### config.mk
export PLATFORM = sky130hd
export DESIGN_NAME = double_ended_queue
export DESIGN_NICKNAME = d
export VERILOG_FILES = /design/src/rtl/deq_pkg.sv /design/src/rtl/deq_store.sv /design/src/rtl/deq_ctrl.sv /design/src/rtl/double_ended_queue.sv
export VERILOG_INCLUDE_DIRS = /design/src /design/src/rtl
export SDC_FILE = /design/constraint.sdc
export NUM_CORES = 1
export LEC_CHECK = 0
export ABC_CLOCK_PERIOD_IN_PS = 5650
export BUFFER_PORTS_ARGS = -buffer_cell sky130_fd_sc_hd__buf_2
export CAP_MARGIN = 20
export CORE_MARGIN = 2
export CORE_UTILIZATION = 30
export DETAILED_ROUTE_END_ITERATION = 16
export HOLD_SLACK_MARGIN = 0.08
export PLACE_DENSITY = 0.45
export SKIP_CTS_REPAIR_TIMING = 1
export SLEW_MARGIN = 20
export SYNTH_ARGS = -nofsm -noshare
export SYNTH_HDL_FRONTEND = slang
export SYNTH_SLANG_ARGS = --single-unit
### constraint.sdc
create_clock -name clk -period 5.65 [get_ports clk]
set_clock_uncertainty 0.2 [all_clocks]
set_input_delay 0.565 -clock clk [delete_from_list [all_inputs] [get_ports clk]]
set_output_delay 0.565 -clock clk [all_outputs]
set_load 0.005 [all_outputs]
### src/rtl/double_ended_queue_defines.svh
// Assertion macros shared by the double-ended queue RTL.
`ifndef DOUBLE_ENDED_QUEUE_DEFINES_SVH
`define DOUBLE_ENDED_QUEUE_DEFINES_SVH

// Check that cons holds in the same cycle as ante.
`define DEQ_ASSERT_SAME(label, clk, rst_n, ante, cons) \
    label: assert property (@(posedge clk) disable iff (!rst_n) (ante) |-> (cons)) \
        else $error("deque check failed: same-cycle implication");

// Check that cons holds in the cycle after ante.
`define DEQ_ASSERT_NEXT(label, clk, rst_n, ante, cons) \
    label: assert property (@(posedge clk) disable iff (!rst_n) (ante) |=> (cons)) \
        else $error("deque check failed: next-cycle implication");

`endif

### src/rtl/deq_pkg.sv
// Package with types and constants for the double-ended queue.
`timescale 1ns / 1ps

package deq_pkg;

    localparam int DEPTH_DEFAULT     = 16;
    localparam int WORD_BITS_DEFAULT = 32;
    localparam int PUSH_WORD_W       = 32;
    localparam int POP_WORD_W        = 32;
    localparam int ENTRY_TOTAL_W     = 5;

    typedef enum logic [1:0] {
        MODE_PUSH_FRONT = 2'd0,
        MODE_PUSH_BACK  = 2'd1,
        MODE_POP_FRONT  = 2'd2,
        MODE_POP_BACK   = 2'd3
    } mode_t;

    typedef enum logic [1:0] {
        ST_OK      = 2'd0,
        ST_INVALID = 2'd1,
        ST_EMPTY   = 2'd2,
        ST_FULL    = 2'd3
    } status_t;

    typedef struct packed {
        logic wr_en;
        logic rd_en;
    } mem_ctl_t;

endpackage

### src/rtl/deq_store.sv
// Slot memory of the double-ended queue: one port, registered read data.
`timescale 1ns / 1ps

module deq_store
    import deq_pkg::*;
#(
    parameter int DEPTH     = DEPTH_DEFAULT,
    parameter int WORD_BITS = WORD_BITS_DEFAULT,
    localparam int IDX_W    = (DEPTH > 1) ? $clog2(DEPTH) : 1
)
(
    input  logic                 clk,
    input  mem_ctl_t             mem_ctl,
    input  logic [IDX_W-1:0]     addr,
    input  logic [WORD_BITS-1:0] wdata,
    output logic [WORD_BITS-1:0] rdata
);

    logic [WORD_BITS-1:0] mem [DEPTH];
    logic [WORD_BITS-1:0] rdata_reg;

    // Hold read data until the next pop reads.
    always_ff @(posedge clk)
    begin
        if (mem_ctl.wr_en)
        begin
            mem[addr] <= wdata;
        end
        if (mem_ctl.rd_en)
        begin
            rdata_reg <= mem[addr];
        end
    end

    assign rdata = rdata_reg;

endmodule

### src/rtl/deq_ctrl.sv
// Pointer and fill-count control of the double-ended queue.
`timescale 1ns / 1ps

module deq_ctrl
    import deq_pkg::*;
#(
    parameter int DEPTH     = DEPTH_DEFAULT,
    parameter int WORD_BITS = WORD_BITS_DEFAULT,
    localparam int IDX_W    = (DEPTH > 1) ? $clog2(DEPTH) : 1,
    localparam int CNT_W    = $clog2(DEPTH + 1)
)
(
    input  logic                 clk,
    input  logic                 rst_n,
    input  logic                 accept,
    input  logic [1:0]           mode,
    input  logic [WORD_BITS-1:0] word,
    output mem_ctl_t             mem_ctl,
    output logic [IDX_W-1:0]     mem_addr,
    output status_t              status_next,
    output logic [CNT_W-1:0]     count_next,
    output logic                 pop_ok,
    output logic [CNT_W-1:0]     fill
);

    localparam logic [IDX_W-1:0] LAST_IDX = IDX_W'(DEPTH - 1);
    localparam logic [CNT_W-1:0] FULL_CNT = CNT_W'(DEPTH);

    logic [IDX_W-1:0] front_reg;
    logic [IDX_W-1:0] front_next;
    logic [IDX_W-1:0] back_reg;
    logic [IDX_W-1:0] back_next;
    logic [CNT_W-1:0] count_reg;

    logic [IDX_W-1:0] front_inc;
    logic [IDX_W-1:0] front_dec;
    logic [IDX_W-1:0] back_inc;
    logic [IDX_W-1:0] back_dec;
    logic             is_full;
    logic             is_empty;
    logic             is_null;

    // Wrap the circular indexes at DEPTH.
    assign front_inc = (front_reg == LAST_IDX) ? '0 : front_reg + 1'b1;
    assign front_dec = (front_reg == '0) ? LAST_IDX : front_reg - 1'b1;
    assign back_inc  = (back_reg == LAST_IDX) ? '0 : back_reg + 1'b1;
    assign back_dec  = (back_reg == '0) ? LAST_IDX : back_reg - 1'b1;

    assign is_full  = (count_reg == FULL_CNT);
    assign is_empty = (count_reg == '0);
    assign is_null  = (word == '0);

    always_comb
    begin
        front_next  = front_reg;
        back_next   = back_reg;
        count_next  = count_reg;
        status_next = ST_OK;
        pop_ok      = 1'b0;
        mem_ctl     = '0;
        mem_addr    = front_reg;
        unique case (mode_t'(mode))
            MODE_PUSH_FRONT:
            begin
                if (is_null)
                begin
                    status_next = ST_INVALID;
                end
                else if (is_full)
                begin
                    status_next = ST_FULL;
                end
                else
                begin
                    mem_addr      = front_dec;
                    mem_ctl.wr_en = accept;
                    front_next    = front_dec;
                    count_next    = count_reg + 1'b1;
                end
            end
            MODE_PUSH_BACK:
            begin
                if (is_null)
                begin
                    status_next = ST_INVALID;
                end
                else if (is_full)
                begin
                    status_next = ST_FULL;
                end
                else
                begin
                    mem_addr      = back_reg;
                    mem_ctl.wr_en = accept;
                    back_next     = back_inc;
                    count_next    = count_reg + 1'b1;
                end
            end
            MODE_POP_FRONT:
            begin
                if (is_empty)
                begin
                    status_next = ST_EMPTY;
                end
                else
                begin
                    mem_addr      = front_reg;
                    mem_ctl.rd_en = accept;
                    pop_ok        = 1'b1;
                    front_next    = front_inc;
                    count_next    = count_reg - 1'b1;
                end
            end
            MODE_POP_BACK:
            begin
                if (is_empty)
                begin
                    status_next = ST_EMPTY;
                end
                else
                begin
                    mem_addr      = back_dec;
                    mem_ctl.rd_en = accept;
                    pop_ok        = 1'b1;
                    back_next     = back_dec;
                    count_next    = count_reg - 1'b1;
                end
            end
            default:
            begin
                status_next = ST_OK;
            end
        endcase
    end

    // Advance pointers and count only on an accepted transfer.
    always_ff @(posedge clk or negedge rst_n)
    begin
        if (!rst_n)
        begin
            front_reg <= '0;
            back_reg  <= '0;
            count_reg <= '0;
        end
        else if (accept)
        begin
            front_reg <= front_next;
            back_reg  <= back_next;
            count_reg <= count_next;
        end
    end

    assign fill = count_reg;

endmodule

### src/rtl/double_ended_queue.sv
// Top level of the double-ended queue: request decode, slot memory, result register.
//
//  channel | direction | handshake            | payload
//  --------+-----------+----------------------+-----------------------------------
//  req     | in        | req_valid/req_stall  | mode, push_word
//  rsp     | out       | rsp_valid/rsp_stall  | status, pop_word, entry_total
//
// One request per cycle while req_stall is low; the result of each is shown in the
// cycle after its transfer. The slot memory has a single port: each request does at most
// one write (push) or one read (pop) at its transfer edge.
// rsp_stall holds the result register and raises req_stall while it is full.
// Reset (rst_n low, asynchronous) clears pointers, fill count and rsp_valid;
// the slot memory is not cleared, since a pop only reads slots a push wrote.
`timescale 1ns / 1ps
`include "double_ended_queue_defines.svh"

module double_ended_queue
    import deq_pkg::*;
#(
    parameter int DEPTH     = DEPTH_DEFAULT,
    parameter int WORD_BITS = WORD_BITS_DEFAULT
)
(
    input  logic                     clk,
    input  logic                     rst_n,
    input  logic                     req_valid,
    output logic                     req_stall,
    input  logic [1:0]               mode,
    input  logic [PUSH_WORD_W-1:0]   push_word,
    output logic                     rsp_valid,
    input  logic                     rsp_stall,
    output logic [1:0]               status,
    output logic [POP_WORD_W-1:0]    pop_word,
    output logic [ENTRY_TOTAL_W-1:0] entry_total
);

    localparam int IDX_W = (DEPTH > 1) ? $clog2(DEPTH) : 1;
    localparam int CNT_W = $clog2(DEPTH + 1);

    logic                 accept;
    logic [WORD_BITS-1:0] word_in;
    mem_ctl_t             mem_ctl;
    logic [IDX_W-1:0]     mem_addr;
    logic [WORD_BITS-1:0] rdata;
    status_t              status_next;
    logic [CNT_W-1:0]     count_next;
    logic                 pop_ok;
    logic [CNT_W-1:0]     fill;

    logic                     rsp_valid_reg;
    status_t                  status_reg;
    logic [ENTRY_TOTAL_W-1:0] total_reg;
    logic                     pop_ok_reg;

    // Stall requests only while a result waits and the consumer stalls.
    assign req_stall = rsp_valid_reg && rsp_stall;
    assign accept    = req_valid && !req_stall;

    // Keep the low WORD_BITS bits of the pushed word; zero means null.
    assign word_in = WORD_BITS'(push_word);

    deq_ctrl #(
        .DEPTH     (DEPTH),
        .WORD_BITS (WORD_BITS)
    ) u_ctrl (
        .clk         (clk),
        .rst_n       (rst_n),
        .accept      (accept),
        .mode        (mode),
        .word        (word_in),
        .mem_ctl     (mem_ctl),
        .mem_addr    (mem_addr),
        .status_next (status_next),
        .count_next  (count_next),
        .pop_ok      (pop_ok),
        .fill        (fill)
    );

    deq_store #(
        .DEPTH     (DEPTH),
        .WORD_BITS (WORD_BITS)
    ) u_store (
        .clk     (clk),
        .mem_ctl (mem_ctl),
        .addr    (mem_addr),
        .wdata   (word_in),
        .rdata   (rdata)
    );

    // Drop the result flag once transferred out with nothing new behind it.
    always_ff @(posedge clk or negedge rst_n)
    begin
        if (!rst_n)
        begin
            rsp_valid_reg <= 1'b0;
        end
        else if (accept)
        begin
            rsp_valid_reg <= 1'b1;
        end
        else if (!rsp_stall)
        begin
            rsp_valid_reg <= 1'b0;
        end
    end

    // Load the result fields alongside the memory read of the same request.
    always_ff @(posedge clk)
    begin
        if (accept)
        begin
            status_reg <= status_next;
            total_reg  <= ENTRY_TOTAL_W'(count_next);
            pop_ok_reg <= pop_ok;
        end
    end

    assign rsp_valid   = rsp_valid_reg;
    assign status      = status_reg;
    assign entry_total = total_reg;
    assign pop_word    = pop_ok_reg ? POP_WORD_W'(rdata) : '0;

    // A successful pop returns a word that a non-null push stored.
    `DEQ_ASSERT_SAME(a_pop_nonzero, clk, rst_n, rsp_valid_reg && pop_ok_reg, pop_word != '0)

    // A non-null push on a full queue reports full in the next result.
    `DEQ_ASSERT_NEXT(a_full_push, clk, rst_n, accept && (mode == MODE_PUSH_FRONT || mode == MODE_PUSH_BACK) && word_in != '0 && fill == CNT_W'(DEPTH), status_reg == ST_FULL)

    // The fill count moves exactly when a request succeeds.
    `DEQ_ASSERT_NEXT(a_count_moves, clk, rst_n, accept, (status_reg == ST_OK) == (fill != $past(fill)))

endmodule

==> run metrics <==
outcome finished, final reports clean; routed wire length 62610 microns; worst r2r src u_ctrl.fill[0]$_DFFE_PN0P_; Sw Ratio 33.42%; Final Power 13.56 mW; fin area 27090 sq um; max reg flops 512; vias in the first global route 13636; largest family of logic cells by synthesized area compound AO/OA/AOI/OAI gates; Max Slew Vio Count 0; crit-path max cell delay 510 ps; CTS Buffer Depth 3; post-synthesis adder-cell area fraction 0.3824%; final core occ 35.72%; FFs w/ async S/R, synth 2.473%; TritonCTS Buffers 66; endpoint type of the worst setup path flop; critical-path cell list inv_1, ha_1, nand2_1, nor3_1, buf_4, a21oi_1, buf_4, o21ai_0, a211oi_4, buf_4, buf_4, nand3_1, a32oi_1, o221ai_1; multiplexer share of the synthesized area 4.392%; TritonCTS Sinks 566; Crit Path Class reg2reg; Power Dens Cells 500.8 nW/um^2; Worst R2R End u_store.rdata[17]$_DFFE_PP_; layout cells sized above 1 15.55%; Ys Warns 0; Reg power frac 37.7%; Top FF cell, synth edfxtp_1; Remaining Overflow, GRT 0; Vias/cell 5.038; area grow syn2layout 18.26%; R2R cell count 14; DRT iter0 DRCs 953; Post-DP Area 24910 sq um; placed insts 2596; Fmax 0.2404 GHz; final setup vio count 0; Tmin final 4160 ps; # fillers 7305; most common cell in the netlist edfxtp_1; Most common cell on crit path buf_4; Final nets 1734; Die X 280.3 microns; Post-Synth XOR/XNOR Area 0.3442%; via count 13672; R2R Setup Slk 1490 ps; I/O Buffers 78; hold crit path type in2reg; hold slack 144.5 ps; Synth Area in Compound Gates 9.364%; Final Worst Setup Slack 1490 ps; slew of the pin with the lowest slew margin 980.9 ps; first-pass detailed-route iteration total 5; Hold Path Stages 1; simple-gate portion of the synthesized area 8.801%; Sw Pwr 4.533 mW; Rows 101; Mapped Nets 1615; largest net degree at the start of global routing 81; most frequent cells after synthesis edfxtp_1 (552), nand2_1 (286), a21oi_1 (143); synthesized flop and latch total 566; WL per Instance 23.07 microns; clock group share of total power 31.3%; post-synthesis cell type count 52; setup_tns 0 ps; share of the yosys chip area belonging to registers 73.90%; core area 75820 sq um; area of the multi-input gates 5514 sq um; Period Utilization, post-route 73.63%; clk_lat worst skew 600 ps; top cell type's share of synthesized area 72.37%; clock root buffer clkbuf_16; I/O Pins 79; Post-synth EDFFs 552; Die H 280.3 microns; RePlAce Congestion 0.7542; dpl ws 852.4 ps; syn_area_per_cell 14.59 sq um; normalized max-slew margin 34.45%; drt drc 0; slowest CP cell a211oi_4; Synth Instances 1570; Pint 9.031 mW; Combinational Power Share 31.0%; Yosys top cell by area edfxtp_1; Final Instance Count excl. Fillers 2714; first-pass GRT wire length 92570 microns; initial antenna violation count 1; # diodes 0; htree depth 3; critical path required time 5760 ps; Max-cap violations 0; Crit path arrival time 4270 ps; Reg clk slew, reported paths 60 ps; most area-consuming cells after synthesis edfxtp_1 (72%), nand2_1 (4.7%), mux2i_1 (4.2%); die area 78570 sq um; Initial Util 30.21%; Worst IR Drop VDD 0.2723 mV; RSZ-0062 raised after global routing false; Lkg Pwr 9.359 nW; Netlist Area Pre-Place 22900 sq um; HPWL after DPL 35510 microns; CP startpoint kind flop; CTS tree yes; GRT Overall Usage 15.99%; Max FO, Critical Path 16; Reg area 16930 sq um; min-delay src push_word[17]; Final Hold Vio Count 0; worst hold endpoint u_store.mem[3][17]$_DFFE_PP_; antenna-violating nets left 0
## worst max-delay path by stage
stage                                     to                        from  slack (ps)
2_1_floorplan    u_store.mem[0][0]$_DFFE_PP_  u_ctrl.fill[0]$_DFFE_PN0P_        1230
3_3_place_gp   u_store.mem[10][16]$_DFFE_PP_               push_word[17]         880
3_5_place_dp      u_store.rdata[4]$_DFFE_PP_               push_word[17]         850
4_1_cts        u_store.mem[10][12]$_DFFE_PP_               push_word[17]        1480
5_1_grt          u_store.rdata[17]$_DFFE_PP_  u_ctrl.fill[0]$_DFFE_PN0P_        1220
6_report         u_store.rdata[17]$_DFFE_PP_  u_ctrl.fill[0]$_DFFE_PN0P_        1490
## power groups by stage
stage	Combinational, mW	Clock [mW]	Sequential (mW)
floorplan	2.92	0	5.12
global placement	4.22	0	5.20
detailed placement	4.26	0	5.20
CTS	4.27	4.34	5.11
global route	4.61	4.51	5.14
finish	4.21	4.24	5.12
## layer usage
layer  up-vias  GRT usage, %  part of all wire [%]
met1      6996         22.67                    47
met2       325         25.36                    47
li1       6256             -                     -
met4         0         4.443                   2.4
met5         -             0                     0
met3        95         2.573                   4.1
## cells by family after synthesis
family | Yosys count
xor gates and xnor gates | 9
buffers and inverters | 114
adders and majority gates | 7
AOI/OAI and AO/OA | 313
DFF | 566
and+or+nand+nor | 461
muxes | 100
## layout by cell type, fill, tap and decap left out, types with 6 or more instances in the layout
master / instances
a21oi_1: 143
a22o_1: 65
a32oi_1: 32
and2_1: 33
buf_12: 22
buf_2: 78
buf_4: 49
bufinv_16: 7
clkbuf_1: 14
clkbuf_16: 68
clkinv_1: 12
clkinv_2: 7
dfrtp_1: 14
edfxtp_1: 552
ha_1: 7
inv_1: 13
mux2i_1: 96
nand2_1: 284
nand3_1: 70
nand4_1: 8
nor2_1: 15
nor2_4: 19
nor3_1: 6
nor4_1: 8
o21ai_0: 12
o221ai_1: 31
xnor2_1: 6
## critical path, delay by kind of cell (launching register included)
family | cells | cell delay, ps
AO/OA/AOI/OAI | 5 | 1580
adder cells (fa/ha/maj) | 1 | 260
buffers and inverters | 5 | 1190
flip-flops | 1 | 400
AND/OR/NAND/NOR | 3 | 240
## layout make-up
class                      count  area share, %
tap                          978          4.518
timing repair buffer         152          4.536
clock inverter                32          1.390
inverter                      13         0.1802
sequential                   566          62.49
clock buffer                  83          6.527
multi-input combinational    890          20.36
No activity file was read; power rests on OpenSTA's default activity.
